<file path="src/hw/rtl/gss_pkg.sv">
// Shared types and constants of the gated step sequencer.
// No dependencies; every other file in hw/rtl refers to it by scoped names.

package gss_pkg;

   localparam int STEP_W     = 4;
   localparam int COUNT_W    = 5;
   localparam int NOTE_W     = 7;
   localparam int DAC_W      = 12;
   localparam int DIGITS_W   = 64;
   localparam int DIGIT_W    = 4;
   localparam int CSR_IDX_W  = 2;

   // step count saturates here
   localparam logic [COUNT_W-1:0] MAX_STEPS = 5'd16;

   // event kinds
   localparam logic EV_NOTE_ON  = 1'b0;
   localparam logic EV_NOTE_OFF = 1'b1;

   // register indexes
   localparam logic [CSR_IDX_W-1:0] REG_STEP_DIGITS = 2'd0;
   localparam logic [CSR_IDX_W-1:0] REG_STEP_COUNT  = 2'd1;
   localparam logic [CSR_IDX_W-1:0] REG_BASE_NOTE   = 2'd2;

   // register reset values
   localparam logic [DIGITS_W-1:0] RST_STEP_DIGITS = 64'd481174;
   localparam logic [COUNT_W-1:0]  RST_STEP_COUNT  = 5'd5;
   localparam logic [NOTE_W-1:0]   RST_BASE_NOTE   = 7'd60;

   // major-scale intervals by digit
   localparam logic [DIGIT_W-1:0] DIGIT_MAX = 4'd9;
   localparam logic [4:0] SCALE_OFFSETS [0:9] = '{
      5'd0, 5'd2, 5'd4, 5'd5, 5'd7, 5'd9, 5'd11, 5'd12, 5'd14, 5'd16
   };
   localparam logic [NOTE_W:0] NOTE_MAX = 8'd127;

   // dac = floor((m*81900 + 396) / 792) = floor((m*2275 + 11) / 22), m = n - 60.
   // m >= 40 already saturates, so m is clamped to 40 first.
   localparam logic [NOTE_W-1:0] DAC_ZERO_NOTE = 7'd60;
   localparam logic [NOTE_W-1:0] DAC_SPAN_CLAMP = 7'd40;
   localparam int DAC_X_W = 17;
   localparam logic [DAC_X_W-1:0] DAC_MUL  = 17'd2275;
   localparam logic [DAC_X_W-1:0] DAC_BIAS = 17'd11;
   // x/22 = (x>>1)/11, and y/11 = (y * ceil(2^20/11)) >> 20 for y < 2^16
   localparam int DAC_RECIP_SHIFT = 20;
   localparam logic [DAC_X_W-1:0] DAC_RECIP = 17'd95326;
   localparam int DAC_Q_W = 13;
   localparam logic [DAC_Q_W-1:0] DAC_MAX = 13'd4095;

   // queue between front and back
   localparam int QUEUE_DEPTH = 4;
   localparam int QPTR_W      = $clog2(QUEUE_DEPTH);

   typedef struct packed {
      logic              kind;
      logic [STEP_W-1:0] step;
   } event_type;

   typedef struct packed {
      logic [COUNT_W-1:0] count;
      logic               clear_step;
   } front_cfg_type;

   typedef struct packed {
      logic [DIGITS_W-1:0] digits;
      logic [NOTE_W-1:0]   base;
   } back_cfg_type;

endpackage

</file>
<file path="src/hw/rtl/gated_step_sequencer_cv_top.sv">
// Top level of the gated step sequencer: configuration registers and the
// front end, queue and back end. Depends on gss_pkg, gss_front, gss_queue, gss_back.
//
//   channel | direction | handshake          | beat carries
//   req     | in        | req_valid/stall    | gate_level
//   rsp     | out       | rsp_valid/stall    | event_kind, note_number, dac_code, step_number
//   csr     | in        | csr_valid/ready    | index, wdata (ready always high)
//
// One gate beat is taken per cycle while req_stall is low; its event, if any, is queued.
// The back end is two registered stages, the second set by the reciprocal multiply
// that forms the DAC code. A 4-entry event queue takes rsp stalls; req_stall rises
// only once it is full. Reset is synchronous and needs no clearing pass.

module gated_step_sequencer_cv_top (
   input  logic                               clock,
   input  logic                               reset,
   input  logic                               req_valid,
   output logic                               req_stall,
   input  logic                               req_gate_level,
   output logic                               rsp_valid,
   input  logic                               rsp_stall,
   output logic                               rsp_event_kind,
   output logic [gss_pkg::NOTE_W-1:0]         rsp_note_number,
   output logic [gss_pkg::DAC_W-1:0]          rsp_dac_code,
   output logic [gss_pkg::STEP_W-1:0]         rsp_step_number,
   input  logic                               csr_valid,
   output logic                               csr_ready,
   input  logic [gss_pkg::CSR_IDX_W-1:0]      csr_index,
   input  logic [gss_pkg::DIGITS_W-1:0]       csr_wdata
);

   logic [gss_pkg::DIGITS_W-1:0] digits_ff, digits_in;
   logic [gss_pkg::COUNT_W-1:0]  count_ff, count_in;
   logic [gss_pkg::NOTE_W-1:0]   base_ff, base_in;
   logic                         csr_write;

   gss_pkg::front_cfg_type front_cfg;
   gss_pkg::back_cfg_type  back_cfg;
   gss_pkg::event_type     push_event, pop_event;
   logic                   push, pop, q_full, q_valid;

   assign csr_ready = 1'b1;
   assign csr_write = csr_valid && csr_ready;

   always_comb begin
      digits_in = digits_ff;
      count_in  = count_ff;
      base_in   = base_ff;
      if (csr_write) begin
         unique case (csr_index)
            gss_pkg::REG_STEP_DIGITS: digits_in = csr_wdata;
            gss_pkg::REG_STEP_COUNT:  count_in  = csr_wdata[gss_pkg::COUNT_W-1:0];
            gss_pkg::REG_BASE_NOTE:   base_in   = csr_wdata[gss_pkg::NOTE_W-1:0];
            default: ;
         endcase
      end
   end

   always_ff @(posedge clock) begin
      if (reset) begin
         digits_ff <= gss_pkg::RST_STEP_DIGITS;
         count_ff  <= gss_pkg::RST_STEP_COUNT;
         base_ff   <= gss_pkg::RST_BASE_NOTE;
      end else begin
         digits_ff <= digits_in;
         count_ff  <= count_in;
         base_ff   <= base_in;
      end
   end

   assign front_cfg.count = (count_ff > gss_pkg::MAX_STEPS) ? gss_pkg::MAX_STEPS : count_ff;
   assign front_cfg.clear_step = csr_write &&
      (csr_index == gss_pkg::REG_STEP_DIGITS || csr_index == gss_pkg::REG_STEP_COUNT);
   assign back_cfg.digits = digits_ff;
   assign back_cfg.base   = base_ff;

   gss_front u_front (
      .clock          (clock),
      .reset          (reset),
      .req_valid      (req_valid),
      .req_gate_level (req_gate_level),
      .req_stall      (req_stall),
      .cfg            (front_cfg),
      .q_full         (q_full),
      .push           (push),
      .push_event     (push_event)
   );

   gss_queue u_queue (
      .clock      (clock),
      .reset      (reset),
      .push       (push),
      .push_event (push_event),
      .full       (q_full),
      .pop        (pop),
      .pop_valid  (q_valid),
      .pop_event  (pop_event)
   );

   gss_back u_back (
      .clock           (clock),
      .reset           (reset),
      .cfg             (back_cfg),
      .q_valid         (q_valid),
      .q_event         (pop_event),
      .pop             (pop),
      .rsp_valid       (rsp_valid),
      .rsp_stall       (rsp_stall),
      .rsp_event_kind  (rsp_event_kind),
      .rsp_note_number (rsp_note_number),
      .rsp_dac_code    (rsp_dac_code),
      .rsp_step_number (rsp_step_number)
   );

endmodule

</file>
<file path="src/hw/rtl/gss_front.sv">
// Front end: takes gate beats, tracks the playing note and the current step,
// and pushes note-on / note-off events into the queue. Depends on gss_pkg.

module gss_front (
   input  logic                  clock,
   input  logic                  reset,
   input  logic                  req_valid,
   input  logic                  req_gate_level,
   output logic                  req_stall,
   input  gss_pkg::front_cfg_type cfg,
   input  logic                  q_full,
   output logic                  push,
   output gss_pkg::event_type    push_event
);

   logic                        playing_ff, playing_in;
   logic [gss_pkg::STEP_W-1:0]  step_ff, step_in;
   logic                        accept, enabled, note_on, note_off;
   logic [gss_pkg::COUNT_W-1:0] step_plus;

   assign req_stall = q_full;
   assign accept    = req_valid && !q_full;
   assign enabled   = (cfg.count != '0);
   assign note_on   = accept && enabled && req_gate_level && !playing_ff;
   assign note_off  = accept && enabled && !req_gate_level && playing_ff;
   assign step_plus = {1'b0, step_ff} + gss_pkg::COUNT_W'(1);

   always_comb begin
      playing_in = playing_ff;
      step_in    = step_ff;
      if (note_on) begin
         playing_in = 1'b1;
      end
      if (note_off) begin
         playing_in = 1'b0;
         step_in    = (step_plus >= cfg.count) ? '0 : step_plus[gss_pkg::STEP_W-1:0];
      end
      // digit or count write restarts the sequence
      if (cfg.clear_step) begin
         step_in = '0;
      end
   end

   always_ff @(posedge clock) begin
      if (reset) begin
         playing_ff <= 1'b0;
         step_ff    <= '0;
      end else begin
         playing_ff <= playing_in;
         step_ff    <= step_in;
      end
   end

   assign push            = note_on || note_off;
   assign push_event.kind = note_off ? gss_pkg::EV_NOTE_OFF : gss_pkg::EV_NOTE_ON;
   assign push_event.step = step_ff;

   a_off_needs_note: assert property (@(posedge clock) disable iff (reset)
      (push && push_event.kind == gss_pkg::EV_NOTE_OFF) |=> !playing_ff)
      else $error("note-off left a note playing");

endmodule

</file>
<file path="src/hw/rtl/gss_queue.sv">
// Short event queue between the front end and the back end.
// Depends on gss_pkg for the event type and depth.

module gss_queue (
   input  logic               clock,
   input  logic               reset,
   input  logic               push,
   input  gss_pkg::event_type push_event,
   output logic               full,
   input  logic               pop,
   output logic               pop_valid,
   output gss_pkg::event_type pop_event
);

   gss_pkg::event_type            entries_ff [gss_pkg::QUEUE_DEPTH];
   logic [gss_pkg::QPTR_W-1:0]    wr_ptr_ff, wr_ptr_in;
   logic [gss_pkg::QPTR_W-1:0]    rd_ptr_ff, rd_ptr_in;
   logic [gss_pkg::QPTR_W:0]      count_ff, count_in;

   assign full      = (count_ff == (gss_pkg::QPTR_W+1)'(gss_pkg::QUEUE_DEPTH));
   assign pop_valid = (count_ff != '0);
   assign pop_event = entries_ff[rd_ptr_ff];

   always_comb begin
      wr_ptr_in = push ? wr_ptr_ff + gss_pkg::QPTR_W'(1) : wr_ptr_ff;
      rd_ptr_in = pop ? rd_ptr_ff + gss_pkg::QPTR_W'(1) : rd_ptr_ff;
      count_in  = count_ff;
      if (push && !pop) begin
         count_in = count_ff + (gss_pkg::QPTR_W+1)'(1);
      end else if (pop && !push) begin
         count_in = count_ff - (gss_pkg::QPTR_W+1)'(1);
      end
   end

   always_ff @(posedge clock) begin
      if (push) begin
         entries_ff[wr_ptr_ff] <= push_event;
      end
   end

   always_ff @(posedge clock) begin
      if (reset) begin
         wr_ptr_ff <= '0;
         rd_ptr_ff <= '0;
         count_ff  <= '0;
      end else begin
         wr_ptr_ff <= wr_ptr_in;
         rd_ptr_ff <= rd_ptr_in;
         count_ff  <= count_in;
      end
   end

   a_count_bound: assert property (@(posedge clock) disable iff (reset)
      count_ff <= (gss_pkg::QPTR_W+1)'(gss_pkg::QUEUE_DEPTH))
      else $error("queue count beyond depth");

   a_no_overflow: assert property (@(posedge clock) disable iff (reset)
      push |-> (!full || pop))
      else $error("push into full queue");

   a_no_underflow: assert property (@(posedge clock) disable iff (reset)
      pop |-> pop_valid)
      else $error("pop from empty queue");

   a_count_track: assert property (@(posedge clock) disable iff (reset)
      (push && !pop) |=> count_ff == $past(count_ff) + (gss_pkg::QPTR_W+1)'(1))
      else $error("queue count lost a push");

endmodule

</file>
<file path="src/hw/rtl/gss_back.sv">
// Back end: turns queued events into note and DAC code over two registered
// stages; the second stage is the result register. Depends on gss_pkg.

module gss_back (
   input  logic                        clock,
   input  logic                        reset,
   input  gss_pkg::back_cfg_type       cfg,
   input  logic                        q_valid,
   input  gss_pkg::event_type          q_event,
   output logic                        pop,
   output logic                        rsp_valid,
   input  logic                        rsp_stall,
   output logic                        rsp_event_kind,
   output logic [gss_pkg::NOTE_W-1:0]  rsp_note_number,
   output logic [gss_pkg::DAC_W-1:0]   rsp_dac_code,
   output logic [gss_pkg::STEP_W-1:0]  rsp_step_number
);

   // stage 1: note lookup and scaled span
   logic                          s1_valid_ff, s1_valid_in;
   logic                          s1_kind_ff;
   logic [gss_pkg::STEP_W-1:0]    s1_step_ff;
   logic [gss_pkg::NOTE_W-1:0]    s1_note_ff, s1_note_in;
   logic [gss_pkg::DAC_X_W-1:0]   s1_x_ff, s1_x_in;
   // stage 2: result register
   logic                          s2_valid_ff, s2_valid_in;
   logic                          s2_kind_ff;
   logic [gss_pkg::STEP_W-1:0]    s2_step_ff;
   logic [gss_pkg::NOTE_W-1:0]    s2_note_ff;
   logic [gss_pkg::DAC_W-1:0]     s2_dac_ff, s2_dac_in;

   logic                          s1_load, s2_load;
   logic [gss_pkg::DIGIT_W-1:0]   digit_raw, digit;
   logic [4:0]                    offset;
   logic [gss_pkg::NOTE_W:0]      note_sum;
   logic [gss_pkg::NOTE_W-1:0]    span, span_clamped;
   logic [gss_pkg::DAC_X_W-2:0]   half_x;
   logic [2*gss_pkg::DAC_X_W-2:0] recip_prod;
   logic [gss_pkg::DAC_Q_W-1:0]   quot;

   assign s2_load = !s2_valid_ff || !rsp_stall;
   assign s1_load = !s1_valid_ff || s2_load;
   assign pop     = q_valid && s1_load;

   always_comb begin
      digit_raw = cfg.digits[{q_event.step, 2'b00} +: gss_pkg::DIGIT_W];
      digit     = (digit_raw > gss_pkg::DIGIT_MAX) ? gss_pkg::DIGIT_MAX : digit_raw;
      offset    = gss_pkg::SCALE_OFFSETS[digit];
      note_sum  = {1'b0, cfg.base} + {3'b000, offset};
      s1_note_in = (note_sum > gss_pkg::NOTE_MAX) ? gss_pkg::NOTE_MAX[gss_pkg::NOTE_W-1:0]
                                                  : note_sum[gss_pkg::NOTE_W-1:0];
      span = (s1_note_in > gss_pkg::DAC_ZERO_NOTE) ? s1_note_in - gss_pkg::DAC_ZERO_NOTE : '0;
      span_clamped = (span > gss_pkg::DAC_SPAN_CLAMP) ? gss_pkg::DAC_SPAN_CLAMP : span;
      s1_x_in = gss_pkg::DAC_X_W'(span_clamped) * gss_pkg::DAC_MUL + gss_pkg::DAC_BIAS;
   end

   always_comb begin
      half_x     = s1_x_ff[gss_pkg::DAC_X_W-1:1];
      recip_prod = half_x * gss_pkg::DAC_RECIP;
      quot       = recip_prod[gss_pkg::DAC_RECIP_SHIFT +: gss_pkg::DAC_Q_W];
      if (s1_kind_ff == gss_pkg::EV_NOTE_OFF) begin
         s2_dac_in = '0;
      end else if (quot > gss_pkg::DAC_MAX) begin
         s2_dac_in = gss_pkg::DAC_MAX[gss_pkg::DAC_W-1:0];
      end else begin
         s2_dac_in = quot[gss_pkg::DAC_W-1:0];
      end
   end

   assign s1_valid_in = s1_load ? q_valid : s1_valid_ff;
   assign s2_valid_in = s2_load ? s1_valid_ff : s2_valid_ff;

   always_ff @(posedge clock) begin
      if (reset) begin
         s1_valid_ff <= 1'b0;
         s2_valid_ff <= 1'b0;
      end else begin
         s1_valid_ff <= s1_valid_in;
         s2_valid_ff <= s2_valid_in;
      end
   end

   always_ff @(posedge clock) begin
      if (s1_load) begin
         s1_kind_ff <= q_event.kind;
         s1_step_ff <= q_event.step;
         s1_note_ff <= s1_note_in;
         s1_x_ff    <= s1_x_in;
      end
      // hold the result while stalled
      if (s2_load) begin
         s2_kind_ff <= s1_kind_ff;
         s2_step_ff <= s1_step_ff;
         s2_note_ff <= s1_note_ff;
         s2_dac_ff  <= s2_dac_in;
      end
   end

   assign rsp_valid       = s2_valid_ff;
   assign rsp_event_kind  = s2_kind_ff;
   assign rsp_note_number = s2_note_ff;
   assign rsp_dac_code    = s2_dac_ff;
   assign rsp_step_number = s2_step_ff;

endmodule

</file>
<file path="config.mk">
export PLATFORM = sky130hd
export DESIGN_NAME = gated_step_sequencer_cv_top
export DESIGN_NICKNAME = d
export VERILOG_FILES = /design/src/hw/rtl/gss_pkg.sv /design/src/hw/rtl/gated_step_sequencer_cv_top.sv /design/src/hw/rtl/gss_front.sv /design/src/hw/rtl/gss_queue.sv /design/src/hw/rtl/gss_back.sv
export SDC_FILE = /design/constraint.sdc
export NUM_CORES = 1
export LEC_CHECK = 0
export BUFFER_PORTS_ARGS = -buffer_cell sky130_fd_sc_hd__buf_2
export CAP_MARGIN = 15
export CORE_MARGIN = 2
export CORE_UTILIZATION = 55
export DETAILED_ROUTE_END_ITERATION = 10
export PLACE_DENSITY_LB_ADDON = 0.05
export SYNTH_ARGS = -nofsm -noshare
export SYNTH_HDL_FRONTEND = slang
export SYNTH_SLANG_ARGS = --single-unit
</file>
<file path="constraint.sdc">
create_clock -name clock -period 11.9 [get_ports clock]
set_input_delay 0.595 -clock clock [delete_from_list [all_inputs] [get_ports clock]]
set_output_delay 0.595 -clock clock [all_outputs]
set_load 0.03 [all_outputs]
</file>
After elaboration in Yosys (flattened, before gate mapping)
Memories as Yosys holds them, arrays and structs flattened. A register that Yosys moved wholly into a read port is not among the register bits.
Index checks and enable logic that the tools add are counted.
- shift-type cells: 1
- add/sub/neg operators: 8
- equal/unequal tests: 3
- $mul: 2
- reductions and logical operators: 31
- multiplexer cells: 16
- $lt $le $gt $ge: 8
- bitwise operators: 1
- operators by type and width (cell ; count):
    $shiftx 64x7->4 ; 1
    $mul 16x16->32 const B ; 1
    $mux 7 ; 3
    $add 17x4->17 const B ; 1
    $mul 7x12->17 const B ; 1
    $mux 5 ; 3
    $gt 7x6->1 const B ; 2
    $gt 13x12->1 const B ; 1
    $mux 12 ; 1
    $logic_and 1x1->1 ; 10
    $add 7x5->8 ; 1
    $gt 8x7->1 const B ; 1
    $logic_not 1->1 ; 8
    $mux 4 ; 2
    $sub 7x6->7 const B ; 1
    $mux 3 ; 2
    $reduce_and 2->1 ; 3
    $add 4x1->5 const B ; 1
    $ge 5x5->1 ; 1
    $ge 5x5->1 const B ; 1
    $gt 5x5->1 const B ; 1
    $not 4->5 ; 1
    $reduce_bool 5->1 ; 1
    $add 2x1->2 const B ; 2
    13 further kinds ; 20
- input port bits: 72
- flip-flop bits (word level): 143
- memory bits (writable): 20
- logic and storage cells: 90
- bits in read-only memories: 80
- output and inout bits: 27
- memories kept: 2
- memories (name ; depth ; bits a word ; read ports ; clocked after Yosys merged registers in ; write ports ; line ; source):
    (name not given) ; 16 ; 5 ; 1 ; 0 ; 0 ; gss_back.sv:48 ; offset = gss_pkg::SCALE_OFFSETS[digit];
    u_queue.entries_ff ; 4 ; 5 ; 1 ; 1 ; 1 ; gss_queue.sv:15 ; gss_pkg::event_type entries_ff [gss_pkg::QUEUE_DEPTH];

Longest topological paths before layout
Gate-level depths: netlist (run 1).
- depth in word-level cells: 16
- gate-level depth with buffers: 41
- depth with buffers taken out: 39

By module
A second synthesis (run 1) with hierarchy kept.
- cells, all modules: 1299
- area total of the unflattened synthesis: 14126.0 um^2
- by module, submodules not included (module ; instances ; cells each ; sequential area each (um^2) ; area each (um^2)):
    gss_back ; 1 ; 844 ; 1601.5 ; 9103.7
    gated_step_sequencer_cv_top ; 1 ; 334 ; 1521.5 ; 3412.0
    gss_queue ; 1 ; 70 ; 780.7 ; 1156.1
    gss_front ; 1 ; 51 ; 100.1 ; 454.2

Worst setup path before layout (run 1)
Ideal clock, no wire load.
- path kind: reg-to-reg
- start point: register with a tool-made name
- end point: register u_back.s1_x_ff[15] (netlist name) (data pin)
- setup slack: 3.346 ns
- path buffers: 2
- library setup time: 0.258 ns
- period minus slack after synthesis: 8.554 ns
- cell stages (with the launch flop): 40
- required time: 11.642 ns
- data arrival time: 8.296 ns
- path through: dfxtp_1 > buf_6 > mux4_2 > buf_6 > mux4_1 > mux2_2 > nand2_1 > o21ai_2 > nor2_1 > o21bai_1 > ha_1 > inv_1 > mux2i_1 > o21ai_0 > ha_1 > or2_1 > a311oi_2 > o21ai_1 > [... 4 more ...] > a21oi_1 > or2_1 > and2_1 > ha_1 > ha_1 > inv_1 > fa_1 > inv_1 > ha_1 > ha_1 > a21oi_1 > o21ai_0 > a211oi_1 > nor2_1 > or4_1 > a31o_2 > a21oi_1 > xnor2_1
- RTL lines (element ; line ; source):
    end signal, assigned ; gss_back.sv:88 ; s1_x_ff <= s1_x_in;
    end, declared ; gss_back.sv:24 ; logic [gss_pkg::DAC_X_W-1:0] s1_x_ff, s1_x_in;

==> impl_metrics.py, run 1 <==
metrics = {
    "yosys": {
        "syn_area_per_cell_um2": 10.3,
        "synthCells": 1306,
        "yosysWarnings": 0,
        "netlist_area_mm2": 0.0134,
        "seq_area_frac_synth_pct": 29.9,
        "async_reset_ff_share_pct": 0,
        "yosysUniqueCellTypes": 66,
        "synth-edff-count": 72,
        "ys_seq_elements": 164,
        "synthFlopType": "dfxtp_1",
    },
    "route": {
        "vias": 9049,
        "routed_wl_mm": 26.5,
        "final_antenna_net_count": 0,
        "drt-pass1-iter-count": 5,
        "vias_per_cell": 5.24,
        "drtIter0Drc": 368,
        "wl_per_cell_um": 15.3,
        "drc": 0,
    },
    "cts": {
        "clk_pin_slew_ns": 0.07,
        "postCtsHoldBufs": 0,
        "cts.sinks": 164,
        "post_cts_buffers": 0,
        "cts_max_level": 4,
        "clkLatencyLatePin_ns": 0.43,
        "cts_buffers": 17,
        "cts-root-buf": "clkbuf_16",
        "cts_resized": 0,
        "cts_tree": "done",
        "cts_max_path_buffers": 2,
    },
    "place": {
        "numPortBuffers": 97,
        "dpl.hpwl_mm": 21.0,
        "gp_congestion": 0.843,
    },
    "worst_setup_path": {
        "end_kind": "register",
        "crit_buf_inv": 3,
        "crit_path_frequent_cell": "ha_1",
        "critPathRequiredTime_ns": 12.07,
        "critPathLaunchType": "register",
        "worstPathArrival_ns": 9.91,
        "crit_slowest_cell": "mux4_2",
        "critPathKind": "reg -> reg",
        "max_stage_delay_ns": 0.79,
        "path_delay_family": "adder cells",
        "cp_max_fo": 17,
    },
    "worst_hold_path": {
        "hold_path_class": "in -> reg",
    },
    "timing": {
        "fin_crit_sh_pct": 81.8,
        "tns_ns": 0,
        "max_slew_margin_pct": 38.8,
        "skew_ns": 0.0147,
        "slew_viol_final": 0,
        "fmax_ghz": 0.103,
        "hold_violations": 0,
        "fin_crit_ns": 9.74,
        "setup_violations": 0,
        "worst_pin_slew_ns": 0.911,
        "grt_setup_unrepaired": "no",
    },
    "floorplanning": {
        "core_mm2": 0.0241,
        "die_h_um": 160,
        "die_x_um": 160,
        "dieArea_mm2": 0.0257,
        "rows": 57,
        "initial_utilization_pct": 55.6,
        "io_pins": 99,
    },
    "cells_and_area": {
        "diodes": 0,
        "syn_to_final_growth_pct": 9.96,
        "fillCellCount": 2110,
        "nets": 1777,
        "drive_above_1_share_pct": 11.2,
    },
    "global_routing": {
        "grt_first_pass_wirelength_mm": 44.4,
        "grt-ovfl-total": 0,
        "antenna_found_initial": 0,
        "grt_pass1_vias": 9028,
        "grt_usage_pct": 21.5,
        "grt_max_degree": 89,
    },
    "flow_run": {
        "drv_cap": 0,
    },
    "run_status": {
        "status": "finished, final reports clean",
    },
}
-- cell families after synthesis --
| group | count (synthesis) | synth area share (%) |
|---|---|---|
| buffers and inverters | 248 | 7.47 |
| adder cells (fa/ha/maj) | 314 | 35.4 |
| other | 2 | 0.0560 |
| multiplexers | 43 | 5.76 |
| flip-flops | 164 | 29.9 |
| XOR/XNOR | 38 | 2.48 |
| AO/OA/AOI/OAI | 192 | 8.87 |
| AND/OR/NAND/NOR | 305 | 10.1 |
-- Yosys cell counts, drive strengths merged, types with 19 or more instances --
master,number,area [um2]
edfxtp,72,2160
o21ai,28,148
nor2,57,214
dfxtp,92,1840
mux2i,19,198
ha,205,2560
fa,109,2180
nand2,165,619
inv,211,792
xnor2,26,228
mux4,21,541
a21oi,96,480
clkbuf,29,129
-- stage by stage --
| step | setup WS (ns) | hold WS (ns) | cells | util (%) | instance area (um2) |
|---|---|---|---|---|---|
| after global routing | 1.45 | 0.382 | 1728 | 61.2 | 14700 |
| after floorplan | 3.35 | 0.400 | 1307 | - | 13400 |
| after global placement | 2.58 | 0.404 | 1695 | 58.6 | 14100 |
| after detailed placement | 2.25 | 0.407 | 1695 | 58.6 | 14100 |
| after CTS | 2.21 | 0.370 | 1727 | 61.1 | 14700 |
| final | 2.16 | 0.386 | 1728 | 61.2 | 14700 |
-- placed cells by master (no fill, tap or decap), types with 24 or more instances in the layout --
cell,n
buf_2,97
xnor2_1,26
nor2_1,56
nand2_1,165
edfxtp_1,72
fa_1,109
o21ai_0,24
dfxtp_1,92
inv_1,211
a21oi_1,96
ha_1,205
-- flip-flops by register name, summed over array words and instances (netlist names), named ones only --
register	count
u_back.rsp_note_number	7
u_back.s1_step_ff	4
u_queue.rd_ptr_ff	2
u_back.rsp_step_number	4
base_ff	7
digits_ff	64
u_back.rsp_valid	1
u_front.playing_ff	1
u_back.s1_valid_ff	1
u_queue.wr_ptr_ff	2
u_back.s1_x_ff	16
count_ff	5
u_front.step_ff	4
u_back.rsp_dac_code	12
u_back.rsp_event_kind	1
u_back.s1_kind_ff	1
u_back.s1_note_ff	7
u_queue.entries_ff	20
u_queue.count_ff	3
-- tightest hold or removal path, stage by stage --
cell      delay (ns)
buf_2           0.08
nand2_1         0.04
nand3b_1        0.07
-- metal layers --
metal  track usage [%]  share of wire (%)
met2              36.7                 50
met5                 0                  0
met3              2.36                2.7
met1              29.4                 46
met4              5.57                1.4
-- layout make-up --
type | count | area, um2 | area share [%]
clock buffer | 18 | 450 | 3.05
clock inverter | 14 | 149 | 1.01
inverter | 211 | 792 | 5.37
multi-input combinational | 895 | 8420 | 57.1
sequential | 164 | 4000 | 27.1
tap | 324 | 405 | 2.75
timing repair buffer | 102 | 531 | 3.60
-- path summary, 6_finish.rpt --
check,startpoint,endpoint,slack (ns),cells after the start
setup / recovery,register,u_back.s1_x_ff[15],2.16,37
hold / removal,csr_wdata[7],digits_ff[7],0.39,3
setup reg to reg,register,u_back.s1_x_ff[15],2.16,37
hold reg to reg,u_back.s1_step_ff[3],u_back.rsp_step_number[3],0.42,0
Power of run 1 is not shown: default switching activity piles up to over one toggle a cycle in this logic, so the estimate is an artifact.
==> run 2: changes to the inputs <==
==> constraint.sdc (replaced) <==
create_clock -name clock -period 10 [get_ports clock]
set_input_delay 0.5 -clock clock [delete_from_list [all_inputs] [get_ports clock]]
set_output_delay 0.5 -clock clock [all_outputs]
set_load 0.03 [all_outputs]
==> run 2 against run 1 <==
Against the previous run: sequential share of layout area decreased by 0.15 points; setup slack lost 1.5 ns; die area did not move; sequential cell count did not move; fmax rose by 4.0%; first-iteration DRC count grew 7.1%; cell count grew 0.52%; cell area rose by 0.59%; via count rose by 0.63%; critical endpoint unchanged.
==> impl_metrics.py, run 2 (synthesis gave the netlist of run 1 again) <==
metrics = {
    "cells_and_area": {
        "largest_reg_flops": 64,
        "nets": 1786,
        "syn_to_final_growth_pct": 10.6,
        "largest-register": "digits_ff",
        "diodes": 0,
        "final_cell_mix": "211 x inv_1, 205 x ha_1, 165 x nand2_1, 109 x fa_1, 97 x buf_2",
        "final_common_cell": "inv_1",
        "drive_above_1_share_pct": 12.0,
        "reg_top3": "digits_ff x64, u_queue.entries_ff x20, u_back.s1_x_ff x16",
    },
    "place": {
        "numPortBuffers": 97,
        "dpl.hpwl_mm": 21.0,
        "gp_congestion": 0.827,
    },
    "route": {
        "wl_per_cell_um": 15.4,
        "routed_wl_mm": 26.8,
        "drt-pass1-iter-count": 5,
        "top_layer_used": "met4",
        "wl_met2_mm": 13.3,
        "vias": 9106,
        "final_antenna_net_count": 0,
        "vias_per_cell": 5.24,
        "wl_met3_um": 816,
        "drc": 0,
        "drtIter0Drc": 394,
        "met1Wirelength_mm": 12.3,
    },
    "global_routing": {
        "grt_first_pass_wirelength_mm": 44.3,
        "grt_usage_pct": 21.6,
        "grt_pass1_vias": 8838,
        "grt-ovfl-total": 0,
        "grt_max_degree": 89,
        "antenna_found_initial": 0,
    },
    "timing": {
        "hold_violations": 0,
        "fin_crit_ns": 9.36,
        "setup_violations": 0,
        "fin_crit_sh_pct": 93.6,
        "worst_pin_slew_ns": 0.920,
        "tns_ns": 0,
        "slew_viol_final": 0,
        "grt_setup_unrepaired": "no",
        "skew_ns": 0.0119,
        "fmax_ghz": 0.107,
        "max_slew_margin_pct": 38.3,
    },
    "cts": {
        "postCtsHoldBufs": 0,
        "clkLatencyLatePin_ns": 0.43,
        "cts_max_path_buffers": 2,
        "cts_max_level": 4,
        "clk_pin_slew_ns": 0.07,
        "cts_tree": "done",
        "cts.sinks": 164,
        "cts-root-buf": "clkbuf_16",
        "cts_buffers": 17,
    },
    "flow_run": {
        "drv_cap": 0,
    },
    "worst_setup_path": {
        "r2r_end": "u_back.s1_x_ff[15]",
        "regToRegSetupSlack_ns": 0.64,
        "cp_max_fo": 8,
        "end_kind": "register",
        "max_stage_delay_ns": 0.67,
        "critPathLaunchType": "register",
        "critPathRequiredTime_ns": 10.18,
        "worstPathArrival_ns": 9.54,
        "reg2reg_depth": 36,
        "cp-endpoint": "u_back.s1_x_ff[15]",
        "critPathKind": "reg -> reg",
        "crit_path_frequent_cell": "ha_1",
        "crit_slowest_cell": "mux4_2",
    },
    "floorplanning": {
        "io_pins": 99,
        "core_mm2": 0.0241,
        "initial_utilization_pct": 55.6,
        "rows": 57,
        "die_x_um": 160,
        "dieArea_mm2": 0.0257,
        "die_h_um": 160,
    },
    "run_status": {
        "status": "finished, final reports clean",
    },
    "worst_hold_path": {
        "hold_path_class": "in -> reg",
    },
}
==> run 2: through the flow <==
stage               std cells  hold slack (ns)  setup WS [ns]  utilization, %  cell area, um2
floorplan                1307            0.400           1.45               -           13400
CTS                      1728            0.261          0.359            61.1           14700
detailed placement       1696            0.405          0.392            58.7           14100
global placement         1696            0.406          0.677            58.7           14100
global route             1737            0.269        0.00625            61.5           14800
finish                   1737            0.277          0.637            61.5           14800
==> run 2: critical path, delay by kind of cell (launching register included) <==
| kind | cells | cell delay (ns) |
|---|---|---|
| xor gates and xnor gates | 2 | 0.40 |
| AOI/OAI and AO/OA | 11 | 2.15 |
| buffers and inverters | 4 | 0.38 |
| DFF | 1 | 0.45 |
| and+or+nand+nor | 6 | 1.45 |
| muxes | 5 | 1.67 |
| adders and majority gates | 8 | 2.63 |
==> run 2: per-layer routing <==
metal,GRT usage (%),vias to the layer above
met2,36.9,155
met3,3.19,20
met4,5.28,0
met1,29.2,4345
met5,0,-
li1,-,4586
==> run 2: worst min-delay path by stage <==
stage | cells after the start | startpoint | end
after global placement | 0 | u_back.s1_step_ff[0] | u_back.rsp_step_number[0]
after global routing | 3 | csr_wdata[7] | digits_ff[7]
after floorplan | 0 | u_back.s1_note_ff[0] | u_back.rsp_note_number[0]
final | 3 | csr_wdata[7] | digits_ff[7]
after CTS | 3 | csr_wdata[7] | digits_ff[7]
after detailed placement | 0 | u_back.s1_step_ff[0] | u_back.rsp_step_number[0]
==> run 2: repair_timing <==
item	in CTS	in global routing
endpoints found under the hold margin	0	0
setup endpoints to repair	0	2
resized for setup	0	4
setup buffers	0	7
==> run 2: final cells by class <==
cell class,count,area (um2)
clock buffers,18,450
clock inverters,14,148
fillers,2135,9270
inverters,211,792
multi-input cells,896,8440
flip-flops and latches,164,4010
well taps,324,405
repair buffers,110,591
Power of run 2 is left out for the same reason.
